<file path="config.mk">
export PLATFORM = sky130hd
export DESIGN_NAME = line_follower_speed_profiler_top
export DESIGN_NICKNAME = d
export VERILOG_FILES = /design/src/lfsp_pkg.sv /design/src/lfsp_bit_mul.sv /design/src/lfsp_bit_div.sv /design/src/line_follower_speed_profiler_top.sv
export SDC_FILE = /design/constraint.sdc
export NUM_CORES = 1
export LEC_CHECK = 0
export BUFFER_PORTS_ARGS = -buffer_cell sky130_fd_sc_hd__buf_4
export CORE_ASPECT_RATIO = 0.8
export CORE_MARGIN = 10
export CORE_UTILIZATION = 58
export DETAILED_ROUTE_END_ITERATION = 7
export HOLD_SLACK_MARGIN = 0.06
export PLACE_DENSITY = 0.78
export SLEW_MARGIN = 20
export SYNTH_ARGS = -nofsm -noshare
export SYNTH_HDL_FRONTEND = slang
export SYNTH_SLANG_ARGS = --single-unit
</file>
<file path="constraint.sdc">
create_clock -name aclk -period 13.2 [get_ports aclk]
set_input_delay 1.32 -clock aclk [delete_from_list [all_inputs] [get_ports aclk]]
set_output_delay 1.32 -clock aclk [all_outputs]
set_load 0.02 [all_outputs]
</file>
<file path="src/lfsp_pkg.sv">
`timescale 1ns / 1ps

package lfsp_pkg;

    localparam int THR_W      = 12;
    localparam int SPD_W      = 8;
    localparam int PROD_W     = THR_W + SPD_W;
    localparam int CFG_IDX_W  = 3;
    localparam int CFG_DATA_W = 12;
    localparam int OUT_DATA_W = 16;

    typedef logic [CFG_IDX_W-1:0] cfg_idx_t;
    typedef logic [1:0]           marker_t;

    localparam cfg_idx_t REG_TURN_THR     = 3'd0;
    localparam cfg_idx_t REG_STRAIGHT_THR = 3'd1;
    localparam cfg_idx_t REG_TURN_SPEED   = 3'd2;
    localparam cfg_idx_t REG_SLOW_SPEED   = 3'd3;
    localparam cfg_idx_t REG_FAST_SPEED   = 3'd4;
    localparam cfg_idx_t REG_BOOST_LEN    = 3'd5;
    localparam cfg_idx_t REG_ACCEL_STEP   = 3'd6;
    localparam cfg_idx_t REG_DECEL_STEP   = 3'd7;

    localparam logic [THR_W-1:0] RST_TURN_THR     = 12'd600;
    localparam logic [THR_W-1:0] RST_STRAIGHT_THR = 12'd200;
    localparam logic [SPD_W-1:0] RST_TURN_SPEED   = 8'd100;
    localparam logic [SPD_W-1:0] RST_SLOW_SPEED   = 8'd150;
    localparam logic [SPD_W-1:0] RST_FAST_SPEED   = 8'd220;
    localparam logic [SPD_W-1:0] RST_BOOST_LEN    = 8'd10;
    localparam logic [SPD_W-1:0] RST_ACCEL_STEP   = 8'd5;
    localparam logic [SPD_W-1:0] RST_DECEL_STEP   = 8'd10;

    localparam marker_t MK_NONE  = 2'd0;
    localparam marker_t MK_LEFT  = 2'd1;
    localparam marker_t MK_RIGHT = 2'd2;
    localparam marker_t MK_BOTH  = 2'd3;

    localparam logic [SPD_W:0] BOOST_BONUS = 9'd30;
    localparam logic [SPD_W:0] SPEED_MAX   = 9'd255;

    typedef enum logic [2:0] {
        ST_IDLE,
        ST_MARK,
        ST_CLASS,
        ST_MUL,
        ST_DIV,
        ST_DONE
    } lfsp_state_t;

endpackage

</file>
<file path="src/lfsp_bit_mul.sv">
`timescale 1ns / 1ps

// Shift-and-add multiplier, one multiplier bit per cycle, most significant first.
module lfsp_bit_mul
    import lfsp_pkg::*;
(
    input  logic              aclk,
    input  logic              aresetn,
    input  logic              start,
    input  logic [THR_W-1:0]  a_in,
    input  logic [SPD_W-1:0]  b_in,
    output logic              busy,
    output logic [PROD_W-1:0] product
);

    localparam int CNT_W = $clog2(SPD_W + 1);

    logic [PROD_W-1:0] acc_reg, acc_next;
    logic [THR_W-1:0]  a_reg, a_next;
    logic [SPD_W-1:0]  b_reg, b_next;
    logic [CNT_W-1:0]  cnt_reg, cnt_next;

    always_comb begin
        acc_next = acc_reg;
        a_next   = a_reg;
        b_next   = b_reg;
        cnt_next = cnt_reg;
        if (start) begin
            acc_next = '0;
            a_next   = a_in;
            b_next   = b_in;
            cnt_next = CNT_W'(SPD_W);
        end else if (cnt_reg != '0) begin
            acc_next = {acc_reg[PROD_W-2:0], 1'b0}
                     + (b_reg[SPD_W-1] ? PROD_W'(a_reg) : '0);
            b_next   = {b_reg[SPD_W-2:0], 1'b0};
            cnt_next = cnt_reg - 1'b1;
        end
    end

    always_ff @(posedge aclk) begin
        if (!aresetn) begin
            cnt_reg <= '0;
        end else begin
            cnt_reg <= cnt_next;
        end
        acc_reg <= acc_next;
        a_reg   <= a_next;
        b_reg   <= b_next;
    end

    assign busy    = (cnt_reg != '0);
    assign product = acc_reg;

endmodule

</file>
<file path="src/lfsp_bit_div.sv">
`timescale 1ns / 1ps

// Restoring divider, one quotient bit per cycle. The dividend must be below
// divisor * 2**SPD_W, so the upper part already starts as a valid remainder.
module lfsp_bit_div
    import lfsp_pkg::*;
(
    input  logic              aclk,
    input  logic              aresetn,
    input  logic              start,
    input  logic [PROD_W-1:0] dividend,
    input  logic [THR_W-1:0]  divisor,
    output logic              busy,
    output logic [SPD_W-1:0]  quotient
);

    localparam int CNT_W = $clog2(SPD_W + 1);

    logic [THR_W-1:0] rem_reg, rem_next;
    logic [THR_W-1:0] dvs_reg, dvs_next;
    logic [SPD_W-1:0] low_reg, low_next;
    logic [SPD_W-1:0] q_reg, q_next;
    logic [CNT_W-1:0] cnt_reg, cnt_next;
    logic [THR_W:0]   trial;
    logic [THR_W:0]   trial_sub;
    logic             fits;

    assign trial     = {rem_reg, low_reg[SPD_W-1]};
    assign fits      = (trial >= {1'b0, dvs_reg});
    assign trial_sub = trial - {1'b0, dvs_reg};

    always_comb begin
        rem_next = rem_reg;
        dvs_next = dvs_reg;
        low_next = low_reg;
        q_next   = q_reg;
        cnt_next = cnt_reg;
        if (start) begin
            rem_next = dividend[PROD_W-1:SPD_W];
            low_next = dividend[SPD_W-1:0];
            dvs_next = divisor;
            q_next   = '0;
            cnt_next = CNT_W'(SPD_W);
        end else if (cnt_reg != '0) begin
            rem_next = fits ? trial_sub[THR_W-1:0] : trial[THR_W-1:0];
            low_next = {low_reg[SPD_W-2:0], 1'b0};
            q_next   = {q_reg[SPD_W-2:0], fits};
            cnt_next = cnt_reg - 1'b1;
        end
    end

    always_ff @(posedge aclk) begin
        if (!aresetn) begin
            cnt_reg <= '0;
        end else begin
            cnt_reg <= cnt_next;
        end
        rem_reg <= rem_next;
        dvs_reg <= dvs_next;
        low_reg <= low_next;
        q_reg   <= q_next;
    end

    assign busy     = (cnt_reg != '0);
    assign quotient = q_reg;

endmodule

</file>
<file path="src/line_follower_speed_profiler_top.sv">
`timescale 1ns / 1ps

// Speed profiler for a line-following robot: each request carries a signed
// line error and two course-marker bits and yields one result with the motor
// speed, the precision-mode flag and the finish, mode and crossing events.
// The block handles one request at a time. A request whose error lies between
// the two thresholds (with the thresholds unequal) is accepted, then goes
// through marker handling, classification, a bit-serial multiplier and a
// bit-serial divider (working bit by bit through the 8-bit speed difference
// and quotient), and a final step that slews and clamps the speed. Any other
// request skips the multiplier and divider. The result waits in an output
// register, and the next request is accepted while it is still pending.
module line_follower_speed_profiler_top
    import lfsp_pkg::*;
#(
    parameter int ERROR_BITS = 13
) (
    input  logic                  aclk,
    input  logic                  aresetn,
    input  logic                  s_tvalid,
    output logic                  s_tready,
    // line_error, left_marker, right_marker; zero padded
    input  logic [((ERROR_BITS+2+7)/8)*8-1:0] s_tdata,
    output logic                  m_tvalid,
    input  logic                  m_tready,
    // motor_speed[7:0], precision_on, finish_event, mode_event, crossing_event
    output logic [OUT_DATA_W-1:0] m_tdata,
    input  logic                  cfg_valid,
    output logic                  cfg_ready,
    input  logic [CFG_IDX_W-1:0]  cfg_index,
    input  logic [CFG_DATA_W-1:0] cfg_data
);

    localparam int MAG_W = (ERROR_BITS > THR_W) ? ERROR_BITS : THR_W;

    lfsp_state_t state_reg, state_next;

    logic [THR_W-1:0] turn_thr_reg, turn_thr_next;
    logic [THR_W-1:0] straight_thr_reg, straight_thr_next;
    logic [SPD_W-1:0] turn_speed_reg, turn_speed_next;
    logic [SPD_W-1:0] slow_speed_reg, slow_speed_next;
    logic [SPD_W-1:0] fast_speed_reg, fast_speed_next;
    logic [SPD_W-1:0] boost_len_reg, boost_len_next;
    logic [SPD_W-1:0] accel_step_reg, accel_step_next;
    logic [SPD_W-1:0] decel_step_reg, decel_step_next;

    logic [SPD_W:0]   speed_reg, speed_next;
    logic             in_curve_reg, in_curve_next;
    logic             leaving_reg, leaving_next;
    logic [SPD_W-1:0] boost_reg, boost_next;
    logic             precision_reg, precision_next;
    marker_t          mk_last_reg, mk_last_next;
    marker_t          mk_prev_reg, mk_prev_next;
    marker_t          mk_older_reg, mk_older_next;

    logic                  ev_fin_reg, ev_fin_next;
    logic                  ev_mode_reg, ev_mode_next;
    logic                  ev_cross_reg, ev_cross_next;
    logic [ERROR_BITS-1:0] err_reg, err_next;
    logic                  left_reg, left_next;
    logic                  right_reg, right_next;

    logic                  m_tvalid_reg, m_tvalid_next;
    logic [OUT_DATA_W-1:0] m_tdata_reg, m_tdata_next;

    logic in_fire, mark_en, mul_start, div_start, done_en, out_free;

    logic              mul_busy, div_busy;
    logic [PROD_W-1:0] mul_product;
    logic [SPD_W-1:0]  div_quotient;

    // Marker decode.
    marker_t mk_code;
    logic    mk_change, mk_fin, mk_mode, mk_cross;
    logic    [SPD_W-1:0] mark_ceil;

    // Error classification and interpolation.
    logic [ERROR_BITS-1:0] mag_e;
    logic [MAG_W-1:0]      mag;
    logic                  is_curve, is_straight, is_between;
    logic [THR_W-1:0]      span, mag_off;
    logic                  span_zero;
    logic [SPD_W-1:0]      ceil_speed, spd_diff_abs, interp;
    logic                  spd_diff_neg;

    // Final speed step.
    logic [SPD_W-1:0] base_target, target, step, boost_new, boost_final;
    logic             in_curve_new, leaving_new, boost_on, up;
    logic [SPD_W:0]   boosted, tgt9, adiff, speed_new;
    logic [SPD_W-1:0] res;

    assign cfg_ready = 1'b1;
    assign in_fire   = s_tvalid && s_tready;
    assign out_free  = !m_tvalid_reg || m_tready;

    // ---------------- state machine ----------------
    always_comb begin
        state_next = state_reg;
        unique case (state_reg)
            ST_IDLE:  if (s_tvalid) state_next = ST_MARK;
            ST_MARK:  state_next = ST_CLASS;
            ST_CLASS: state_next = (is_between && !span_zero) ? ST_MUL : ST_DONE;
            ST_MUL:   if (!mul_busy) state_next = ST_DIV;
            ST_DIV:   if (!div_busy) state_next = ST_DONE;
            ST_DONE:  if (out_free) state_next = ST_IDLE;
            default:  state_next = ST_IDLE;
        endcase
    end

    always_comb begin
        s_tready  = 1'b0;
        mark_en   = 1'b0;
        mul_start = 1'b0;
        div_start = 1'b0;
        done_en   = 1'b0;
        unique case (state_reg)
            ST_IDLE:  s_tready  = 1'b1;
            ST_MARK:  mark_en   = 1'b1;
            ST_CLASS: mul_start = is_between && !span_zero;
            ST_MUL:   div_start = !mul_busy;
            ST_DIV:   ;
            ST_DONE:  done_en   = out_free;
            default:  ;
        endcase
    end

    // ---------------- serial interpolation units ----------------
    lfsp_bit_mul u_mul (
        .aclk    (aclk),
        .aresetn (aresetn),
        .start   (mul_start),
        .a_in    (mag_off),
        .b_in    (spd_diff_abs),
        .busy    (mul_busy),
        .product (mul_product)
    );

    lfsp_bit_div u_div (
        .aclk     (aclk),
        .aresetn  (aresetn),
        .start    (div_start),
        .dividend (mul_product),
        .divisor  (span),
        .busy     (div_busy),
        .quotient (div_quotient)
    );

    // ---------------- marker logic ----------------
    assign mk_code   = {right_reg, left_reg};
    assign mk_change = (mk_code != mk_last_reg);
    assign mk_fin    = mk_change && (mk_code == MK_NONE)
                    && (mk_last_reg == MK_RIGHT) && (mk_prev_reg == MK_NONE);
    assign mk_mode   = mk_change && (mk_code == MK_NONE)
                    && (mk_last_reg == MK_LEFT) && (mk_prev_reg == MK_NONE);
    assign mk_cross  = mk_change && (mk_code == MK_NONE)
                    && ((mk_last_reg == MK_BOTH) || (mk_prev_reg == MK_BOTH)
                        || (mk_older_reg == MK_BOTH));
    // Ceiling of the mode that a toggle switches into.
    assign mark_ceil = precision_reg ? fast_speed_reg : slow_speed_reg;

    // ---------------- classification ----------------
    assign mag_e       = err_reg[ERROR_BITS-1] ? (~err_reg + 1'b1) : err_reg;
    assign mag         = MAG_W'(mag_e);
    assign is_curve    = mag > MAG_W'(turn_thr_reg);
    assign is_straight = mag < MAG_W'(straight_thr_reg);
    assign is_between  = !is_curve && !is_straight;
    // Only meaningful in the between case, where straight <= mag <= turn.
    assign span        = turn_thr_reg - straight_thr_reg;
    assign span_zero   = (span == '0);
    assign mag_off     = mag[THR_W-1:0] - straight_thr_reg;

    assign ceil_speed   = precision_reg ? slow_speed_reg : fast_speed_reg;
    assign spd_diff_neg = turn_speed_reg < ceil_speed;
    assign spd_diff_abs = spd_diff_neg ? (ceil_speed - turn_speed_reg)
                                       : (turn_speed_reg - ceil_speed);
    // The quotient never exceeds the speed difference, so this stays in range.
    assign interp = span_zero    ? ceil_speed :
                    spd_diff_neg ? (ceil_speed - div_quotient)
                                 : (ceil_speed + div_quotient);

    // ---------------- speed step ----------------
    always_comb begin
        base_target  = interp;
        in_curve_new = in_curve_reg;
        leaving_new  = leaving_reg;
        boost_new    = boost_reg;
        if (is_curve) begin
            base_target  = turn_speed_reg;
            in_curve_new = 1'b1;
            leaving_new  = 1'b0;
        end else if (is_straight) begin
            base_target  = ceil_speed;
            in_curve_new = 1'b0;
            if (in_curve_reg) begin
                leaving_new = 1'b1;
                boost_new   = boost_len_reg;
            end
        end
    end

    assign boost_on    = leaving_new && (boost_new != '0) && !precision_reg;
    assign boosted     = {1'b0, base_target} + BOOST_BONUS;
    assign target      = !boost_on             ? base_target :
                         (boosted > SPEED_MAX) ? SPEED_MAX[SPD_W-1:0] : boosted[SPD_W-1:0];
    assign boost_final = boost_on ? (boost_new - 1'b1) : boost_new;

    assign tgt9      = {1'b0, target};
    assign up        = tgt9 > speed_reg;
    assign step      = up ? accel_step_reg : decel_step_reg;
    assign adiff     = up ? (tgt9 - speed_reg) : (speed_reg - tgt9);
    assign speed_new = (adiff <= {1'b0, step}) ? tgt9 :
                       up ? (speed_reg + {1'b0, step}) : (speed_reg - {1'b0, step});

    // When the two bounds cross, the lower bound wins only for a speed below it; else the upper bound wins.
    assign res = (speed_new < {1'b0, turn_speed_reg}) ? turn_speed_reg :
                 (speed_new > {1'b0, ceil_speed})     ? ceil_speed : speed_new[SPD_W-1:0];

    // ---------------- register updates ----------------
    always_comb begin
        turn_thr_next     = turn_thr_reg;
        straight_thr_next = straight_thr_reg;
        turn_speed_next   = turn_speed_reg;
        slow_speed_next   = slow_speed_reg;
        fast_speed_next   = fast_speed_reg;
        boost_len_next    = boost_len_reg;
        accel_step_next   = accel_step_reg;
        decel_step_next   = decel_step_reg;
        speed_next        = speed_reg;
        in_curve_next     = in_curve_reg;
        leaving_next      = leaving_reg;
        boost_next        = boost_reg;
        precision_next    = precision_reg;
        mk_last_next      = mk_last_reg;
        mk_prev_next      = mk_prev_reg;
        mk_older_next     = mk_older_reg;
        ev_fin_next       = ev_fin_reg;
        ev_mode_next      = ev_mode_reg;
        ev_cross_next     = ev_cross_reg;
        err_next          = err_reg;
        left_next         = left_reg;
        right_next        = right_reg;
        m_tvalid_next     = m_tvalid_reg;
        m_tdata_next      = m_tdata_reg;

        if (cfg_valid && cfg_ready) begin
            unique case (cfg_index)
                REG_TURN_THR:     turn_thr_next     = cfg_data[THR_W-1:0];
                REG_STRAIGHT_THR: straight_thr_next = cfg_data[THR_W-1:0];
                REG_TURN_SPEED:   turn_speed_next   = cfg_data[SPD_W-1:0];
                REG_SLOW_SPEED:   slow_speed_next   = cfg_data[SPD_W-1:0];
                REG_FAST_SPEED:   fast_speed_next   = cfg_data[SPD_W-1:0];
                REG_BOOST_LEN:    boost_len_next    = cfg_data[SPD_W-1:0];
                REG_ACCEL_STEP:   accel_step_next   = cfg_data[SPD_W-1:0];
                REG_DECEL_STEP:   decel_step_next   = cfg_data[SPD_W-1:0];
                default:          ;
            endcase
        end

        if (in_fire) begin
            err_next   = s_tdata[ERROR_BITS-1:0];
            left_next  = s_tdata[ERROR_BITS];
            right_next = s_tdata[ERROR_BITS+1];
        end

        if (mark_en) begin
            ev_fin_next   = mk_fin;
            ev_mode_next  = mk_mode;
            ev_cross_next = mk_cross;
            if (mk_change) begin
                mk_older_next = mk_prev_reg;
                mk_prev_next  = mk_last_reg;
                mk_last_next  = mk_code;
            end
            if (mk_mode) begin
                precision_next = !precision_reg;
                speed_next     = {1'b0, mark_ceil};
                in_curve_next  = 1'b0;
                leaving_next   = 1'b0;
                boost_next     = '0;
            end
        end

        if (m_tready) begin
            m_tvalid_next = 1'b0;
        end
        if (done_en) begin
            speed_next    = speed_new;
            in_curve_next = in_curve_new;
            leaving_next  = leaving_new;
            boost_next    = boost_final;
            m_tvalid_next = 1'b1;
            m_tdata_next  = {4'b0000, ev_cross_reg, ev_mode_reg, ev_fin_reg,
                             precision_reg, res};
        end
    end

    always_ff @(posedge aclk) begin
        if (!aresetn) begin
            state_reg        <= ST_IDLE;
            turn_thr_reg     <= RST_TURN_THR;
            straight_thr_reg <= RST_STRAIGHT_THR;
            turn_speed_reg   <= RST_TURN_SPEED;
            slow_speed_reg   <= RST_SLOW_SPEED;
            fast_speed_reg   <= RST_FAST_SPEED;
            boost_len_reg    <= RST_BOOST_LEN;
            accel_step_reg   <= RST_ACCEL_STEP;
            decel_step_reg   <= RST_DECEL_STEP;
            speed_reg        <= '0;
            in_curve_reg     <= 1'b0;
            leaving_reg      <= 1'b0;
            boost_reg        <= '0;
            precision_reg    <= 1'b0;
            mk_last_reg      <= MK_NONE;
            mk_prev_reg      <= MK_NONE;
            mk_older_reg     <= MK_NONE;
            m_tvalid_reg     <= 1'b0;
        end else begin
            state_reg        <= state_next;
            turn_thr_reg     <= turn_thr_next;
            straight_thr_reg <= straight_thr_next;
            turn_speed_reg   <= turn_speed_next;
            slow_speed_reg   <= slow_speed_next;
            fast_speed_reg   <= fast_speed_next;
            boost_len_reg    <= boost_len_next;
            accel_step_reg   <= accel_step_next;
            decel_step_reg   <= decel_step_next;
            speed_reg        <= speed_next;
            in_curve_reg     <= in_curve_next;
            leaving_reg      <= leaving_next;
            boost_reg        <= boost_next;
            precision_reg    <= precision_next;
            mk_last_reg      <= mk_last_next;
            mk_prev_reg      <= mk_prev_next;
            mk_older_reg     <= mk_older_next;
            m_tvalid_reg     <= m_tvalid_next;
        end
        ev_fin_reg   <= ev_fin_next;
        ev_mode_reg  <= ev_mode_next;
        ev_cross_reg <= ev_cross_next;
        err_reg      <= err_next;
        left_reg     <= left_next;
        right_reg    <= right_next;
        m_tdata_reg  <= m_tdata_next;
    end

    assign m_tvalid = m_tvalid_reg;
    assign m_tdata  = m_tdata_reg;

endmodule

</file>
# After elaboration in Yosys (flattened, before gate mapping)
# Index checks and enable logic that the tools add are counted.
[word_totals] regBits=220 out_inout_bits=19 word_cells=195
[op_classes] n_addsub=17 n_lt_le_gt_ge=9 n_eq_ne=23 mux=60 n_bitwise=2 reduce_logical=48
[ops] op="8-bit 2-to-1 mux" count=23
[ops] op="9-bit 2-to-1 mux" count=6
[ops] op="12-bit 2-to-1 mux" count=4
[ops] op="12-bit subtractor" count=3
[ops] op="8-bit subtractor" count=3
[ops] op="2-bit AND reduction" count=11
[ops] op="20-bit adder" count=1
[ops] op="3-bit equality test, second input constant" count=6
[ops] op="3-bit one-hot mux with 6 select lines" count=1
[ops] op="9-bit by 8-bit subtractor with 9-bit output" count=2
[ops] op="1-bit 2-to-1 mux" count=16
[ops] op="4-bit 2-to-1 mux" count=4
[ops] op="3-bit 2-to-1 mux" count=5
[ops] op="13-bit by 1-bit adder with 13-bit output, second input constant" count=1
[ops] op="13-bit by 12-bit >= comparator with 1-bit output" count=1
[ops] op="13-bit by 12-bit greater-than comparator with 1-bit output" count=1
[ops] op="13-bit by 12-bit < comparator with 1-bit output" count=1
[ops] op="13-bit 2-to-1 mux" count=1
[ops] op="13-bit NOT" count=1
[ops] op="3-bit by 2-bit equality test with 1-bit output, second input constant" count=4
[ops] op="12-bit logical NOT" count=1
[ops] op="1-bit logical AND" count=11
[ops] op="2-bit nonzero test" count=5
[ops] op="8-bit by 5-bit adder with 9-bit output, second input constant" count=1
[ops] op="other kinds (27)" count=46

# Depth between registers and ports, before layout
[logic_depth] ltp_word=18 mapped_depth=67 mapped_depth_nobuf=60

# Cells and area by module
# From an unflattened synthesis, not the netlist that was laid out.
[unflattened] hier_cells=1858 area_unflattened_um2=15999.1
[by_module_without_submodules] module="line_follower_speed_profiler_top" instances=1 cells_each=1390 area_per_inst_um2=11185.7
[by_module_without_submodules] module="lfsp_bit_div" instances=1 cells_each=234 area_per_inst_um2=2464.9
[by_module_without_submodules] module="lfsp_bit_mul" instances=1 cells_each=234 area_per_inst_um2=2348.5

# Worst setup path after synthesis
# Ideal clock, no wire load.
[synth_timing] path_type="register to register" start="reg precision_reg" end="reg m_tdata_reg[1], in the netlist m_tdata[1], data pin" arrival_time_ns=12.590 t_required_ns=12.938 setup_slack_ns=0.348 stages_incl_launch_ff=62 n_path_buf=8 path_cell_list="dfxtp_1 -> clkbuf_1 -> mux2i_1 -> inv_1 -> fa_1 -> nor2b_1 -> o2111ai_1 -> a31oi_1 -> clkbuf_1 -> nor2_1 -> xor2_1 -> ha_1 -> nor2b_1 -> o21a_1 -> o21a_1 -> or2_2 -> nand4_1 -> a21oi_1 -> (+26 left out) -> buf_2 -> nor2_2 -> buf_2 -> a21oi_1 -> or3_1 -> ha_1 -> nor2b_1 -> o21a_1 -> o21a_1 -> o21a_1 -> o21a_1 -> o21a_1 -> o21a_1 -> o22ai_1 -> o31ai_1 -> clkbuf_1 -> o41ai_1 -> o21ai_1"
[synth_between] elab_chain_len=18 elab_cells_between_ends=28
[synth_rtl] item="start, declared" line="line_follower_speed_profiler_top.sv:51" source="logic precision_reg, precision_next;"
[synth_rtl] item="start signal, assigned" line="line_follower_speed_profiler_top.sv:331" source="precision_reg <= precision_next;"
[synth_rtl] item="8-bit 2-to-1 mux" line="line_follower_speed_profiler_top.sv:172" source="assign ceil_speed = precision_reg ? slow_speed_reg : fast_speed_reg;"
[synth_rtl] item="8-bit adder (tied with other cells)" line="line_follower_speed_profiler_top.sv:179" source=": (ceil_speed + div_quotient);"
[synth_rtl] item="8-bit 2-to-1 mux" line="line_follower_speed_profiler_top.sv:178" source="spd_diff_neg ? (ceil_speed - div_quotient)"
[synth_rtl] item="8-bit 2-to-1 mux" line="line_follower_speed_profiler_top.sv:177" source="assign interp = span_zero ? ceil_speed :"
[synth_rtl] item="8-bit 2-to-1 mux" line="line_follower_speed_profiler_top.sv:191" source="end else if (is_straight) begin"
[synth_rtl] item="8-bit 2-to-1 mux" line="line_follower_speed_profiler_top.sv:187" source="if (is_curve) begin"
[synth_rtl] item="8-bit by 5-bit adder with 9-bit output" line="line_follower_speed_profiler_top.sv:202" source="assign boosted = {1'b0, base_target} + BOOST_BONUS;"
[synth_rtl] item="9-bit by 8-bit greater-than comparator with 1-bit output" line="line_follower_speed_profiler_top.sv:204" source="(boosted > SPEED_MAX) ? SPEED_MAX[SPD_W-1:0] : boosted[SPD_W-1:0];"
[synth_rtl] item="(+3 left out)"
[synth_rtl] item="8-bit 2-to-1 mux" line="line_follower_speed_profiler_top.sv:209" source="assign step = up ? accel_step_reg : decel_step_reg;"
[synth_rtl] item="9-bit by 8-bit subtractor with 9-bit output / 9-bit by 8-bit adder with 9-bit output (equally long branches)" line="line_follower_speed_profiler_top.sv:212" source="up ? (speed_reg + {1'b0, step}) : (speed_reg - {1'b0, step});"
[synth_rtl] item="9-bit 2-to-1 mux" line="line_follower_speed_profiler_top.sv:212"
[synth_rtl] item="9-bit 2-to-1 mux" line="line_follower_speed_profiler_top.sv:211" source="assign speed_new = (adiff <= {1'b0, step}) ? tgt9 :"
[synth_rtl] item="9-bit by 8-bit greater-than comparator with 1-bit output" line="line_follower_speed_profiler_top.sv:216" source="(speed_new > {1'b0, ceil_speed}) ? ceil_speed : speed_new[SPD_W-1:0];"
[synth_rtl] item="8-bit 2-to-1 mux" line="line_follower_speed_profiler_top.sv:216"
[synth_rtl] item="8-bit 2-to-1 mux *" line="line_follower_speed_profiler_top.sv:215" source="assign res = (speed_new < {1'b0, turn_speed_reg}) ? turn_speed_reg :"
[synth_rtl] item="net res[1]" line="line_follower_speed_profiler_top.sv:90" source="logic [SPD_W-1:0] res;"
[synth_rtl] item="end signal, assigned" line="line_follower_speed_profiler_top.sv:343" source="m_tdata_reg <= m_tdata_next;"
[synth_rtl] item="end, declared" line="line_follower_speed_profiler_top.sv:64" source="logic [OUT_DATA_W-1:0] m_tdata_reg, m_tdata_next;"
# The timed path passes the listed nets; every way through them passes the cells marked *.
# A chain may end at the register's enable or synchronous reset.

# Worst setup path in the final report
[layout_timing] start="reg precision_reg" end="reg m_tdata_reg[6], in the netlist m_tdata[6], data pin"
# The elaborated chain is that of the path after synthesis.

==> metrics.md <==
| Metric | Value |
|---|---|
| Kind of critical path | `reg -> reg` |
| Wire per inst | `18.28 µm` |
| CTS root buf | `clkbuf_16` |
| Peak supply drop | `269.7 µV` |
| Count of flip-flops with a built-in enable after synthesis | `82` |
| Worst hold margin | `0.4500 ns` |
| Critical Path Source | `precision_reg` |
| GRT Total Usage | `24.02%` |
| ANT nets after route | `0` |
| Leak | `7.237 nW` |
| Site row count | `54` |
| Hold Vio Cnt, Final | `0` |
| Switching share of total power | `47.52%` |
| Fin nets | `2130` |
| Power Dens Cells | `289.3 nW/µm²` |
| Class of the tightest hold or removal check | `reg -> reg` |
| Ant. Diodes | `0` |
| Gpl congestion | `0.9373` |
| Placed cell areas | `16800 µm²` |
| Largest register FFs | `20` |
| Post-Layout Cell Count | `2329` |
| Post-synth top area share | `17.31%` |
| Clock power frac | `12.4%` |
| Fin Setup TNS | `0 ns` |
| Maximum Capacitance Violations | `0` |
| Critical Path RT | `13.54 ns` |
| Clock buffer count from CTS | `24` |
| Largest area contributor in the netlist | `dfxtp_1` |
| Total I/O pin count | `55` |
| Commonest non-fill, non-tap cell in the layout | `nand2_1` |
| Startpoint Class | `flip-flop` |
| Post-synth design cell area | `15960 µm²` |
| Largest net degree at the start of global routing | `109` |
| Worst Hold Launch | `ev_fin_reg` |
| Slew margin rel. | `25.24%` |
| CP Capture Type | `flip-flop` |
| Clock transition at the registers of the reported paths | `0.06 ns` |
| Highest clock rate | `0.08033 GHz` |
| Fill count | `2301` |
| DP Wirelength | `32300 µm` |
| Fin Clk Skew | `0.02732 ns` |
| Number of port buffers | `48` |
| Slew Limit Fails | `0` |
| Worst-Margin Slew | `1.112 ns` |
| Hold_buf cts | `0` |
| Synth area leaders | `dfxtp_1 17%, edfxtp_1 15%, ha_1 11%` |
| RR Startpoint | `precision_reg` |
| Grt ovf | `0` |
| Met2 Use GR | `34.97%` |
| Flops & latches, synth | `220` |
| Starting Density | `58.74%` |
| Setup Viol. Count Final | `0` |
| First-pass GRT wire length | `68480 µm` |
| Initial antenna violation count | `0` |
| Die Width | `205.4 µm` |
| H-tree Lvls | `1` |
| Final WL | `42560 µm` |
| Worst skew pair latency | `0.55 ns` |
| Seq pwr share | `19.9%` |
| Switch Pwr | `2.445 mW` |
| Drt pass-1 iters | `6` |
| Peak per-stage delay on the critical path | `0.42 ns` |
| Core Box Area | `27160 µm²` |
| Clk buf depth | `3` |
| Crit share post-route | `94.31%` |
| DR iter-0 viols | `1284` |
| Register area | `5226 µm²` |
| Crit-path max FO | `15` |
| Routed vias/inst | `6.021` |
| Cells after DPL | `2282` |
| Cell variety after synth | `97` |
| CTS tree | `built` |
| TritonCTS Sinks | `220` |
| Most frequent CP cell | `o21a_1` |
| Arr. time, crit path | `12.79 ns` |
| Register area share after synthesis | `32.75%` |
| Fraction of registers with async set/reset | `0%` |
| Outcome | `finished, final reports clean` |
| Die Span Y | `168.4 µm` |
| Syn Inst Count | `1900` |
| Top_reg_cell synth | `dfxtp_1` |
| Drc violations | `0` |
| GR Util met1 | `35.59%` |
| Most frequent cells in the layout | `298 x nand2_1, 137 x dfxtp_1, 136 x ha_1` |
| Busiest grt layer | `met1` |
| Share of cells above drive strength 1 | `10.48%` |
| Avg Synthesized Cell Area | `8.398 µm²` |
| Via count | `14020` |
| Crit path max-delay cell type | `and4b_4` |
| Gate power share | `67.7%` |
| Vias in the first global route | `13110` |
| GRT met3 Usage | `4.681%` |
| Final worst path period need | `12.45 ns` |
| Int Power | `2.701 mW` |
| Die ar. | `34590 µm²` |
| Final Cell Area | `17790 µm²` |
| Layout area overhead | `11.48%` |
| Multi-input logic area | `10120 µm²` |
| Ys Warns | `0` |
==> cell usage after synthesis (5+ instances only) <==
cell,count
a211oi_1,25
a21boi_0,64
a21o_1,14
a21oi_1,118
a221oi_1,8
a31oi_1,9
and2_1,34
and3_1,9
and4_1,7
buf_2,5
buf_4,9
clkbuf_1,58
clkbuf_2,5
dfxtp_1,138
edfxtp_1,82
fa_1,10
ha_1,136
inv_1,130
mux2_2,9
mux2i_1,57
nand2_1,298
nand2b_1,21
nand3_1,59
nand4_1,19
nor2_1,118
nor2b_1,44
nor3_1,44
nor3b_1,7
nor4_1,15
o211a_1,5
o211ai_1,25
o21a_1,16
o21ai_0,79
o21ai_1,7
o21bai_1,7
o31ai_1,15
or2_2,5
or3_1,7
or4_1,7
xnor2_1,56
xor2_1,36
==> power by group through the flow <==
stage	Sequential [mW]	Combinational, mW	Clock, mW
CTS	1.03	3.31	0.646
finish	1.03	3.48	0.637
detailed placement	1.04	3.29	0
floorplan	1.01	2.47	0
global route	1.04	3.85	0.674
global placement	1.03	3.19	0
==> critical path, delay by kind of cell (launching register included) <==
family          cells  cell delay (ns)
compound gates     28             5.71
simple gates       15             2.39
fa+ha+maj           5             1.54
mux                 3             0.91
buf+inv             5             0.90
flops               1             0.41
xor+xnor            2             0.34
==> final timing paths <==
check | end | slack (ns) | cells after the start
worst max-delay path | m_tdata[6] | 0.75 | 58
worst min-delay path | m_tdata[9] | 0.45 | 0
worst max register to register | m_tdata[6] | 0.75 | 58
worst min register to register | m_tdata[9] | 0.45 | 0
==> layer usage <==
| metal | vias to the layer above | share of wire, % | wire [µm] |
|---|---|---|---|
| li1 | 6829 | - | - |
| met1 | 6636 | 47 | 20060 |
| met2 | 488 | 42 | 17960 |
| met3 | 69 | 8.7 | 3718 |
| met4 | 0 | 1.9 | 822 |
| met5 | - | 0 | 0 |
==> logic make-up after synthesis <==
logic type	count (synthesis)	share of synthesized area, %
AND/OR/NAND/NOR	709	21.01
AO/OA/AOI/OAI	454	19.60
flip-flops	220	32.75
buffers and inverters	209	5.254
adder cells (fa/ha/maj)	146	11.92
XOR/XNOR	92	5.050
multiplexers	68	4.376
other	2	0.04707
==> per-stage QoR <==
| stage | setup WS, ns | util [%] | total power [mW] |
|---|---|---|---|
| 2_1_floorplan | 0.3476 | - | 3.481 |
| 3_3_place_gp | 0.3218 | 61.86 | 4.228 |
| 3_5_place_dp | 0.1460 | 61.86 | 4.328 |
| 4_1_cts | 0.06599 | 64.56 | 4.983 |
| 5_1_grt | -0.03305 | 65.49 | 5.572 |
| 6_report | 0.7508 | 65.49 | 5.146 |
==> what timing repair did <==
action / 4_1_cts / 5_1_grt
resized for setup: 0 / 45
endpoints found under the setup margin: 0 / 8
setup buffers: 0 / 4
==> area by class of cell <==
class                      count  area share, %
multi-input combinational   1474          56.89
sequential                   220          29.38
clock inverter                 5         0.2814
inverter                     130          2.743
tap                          364          2.560
clock buffer                  38          3.841
timing repair buffer          98          4.298
Power figures use the tool's default switching activity.
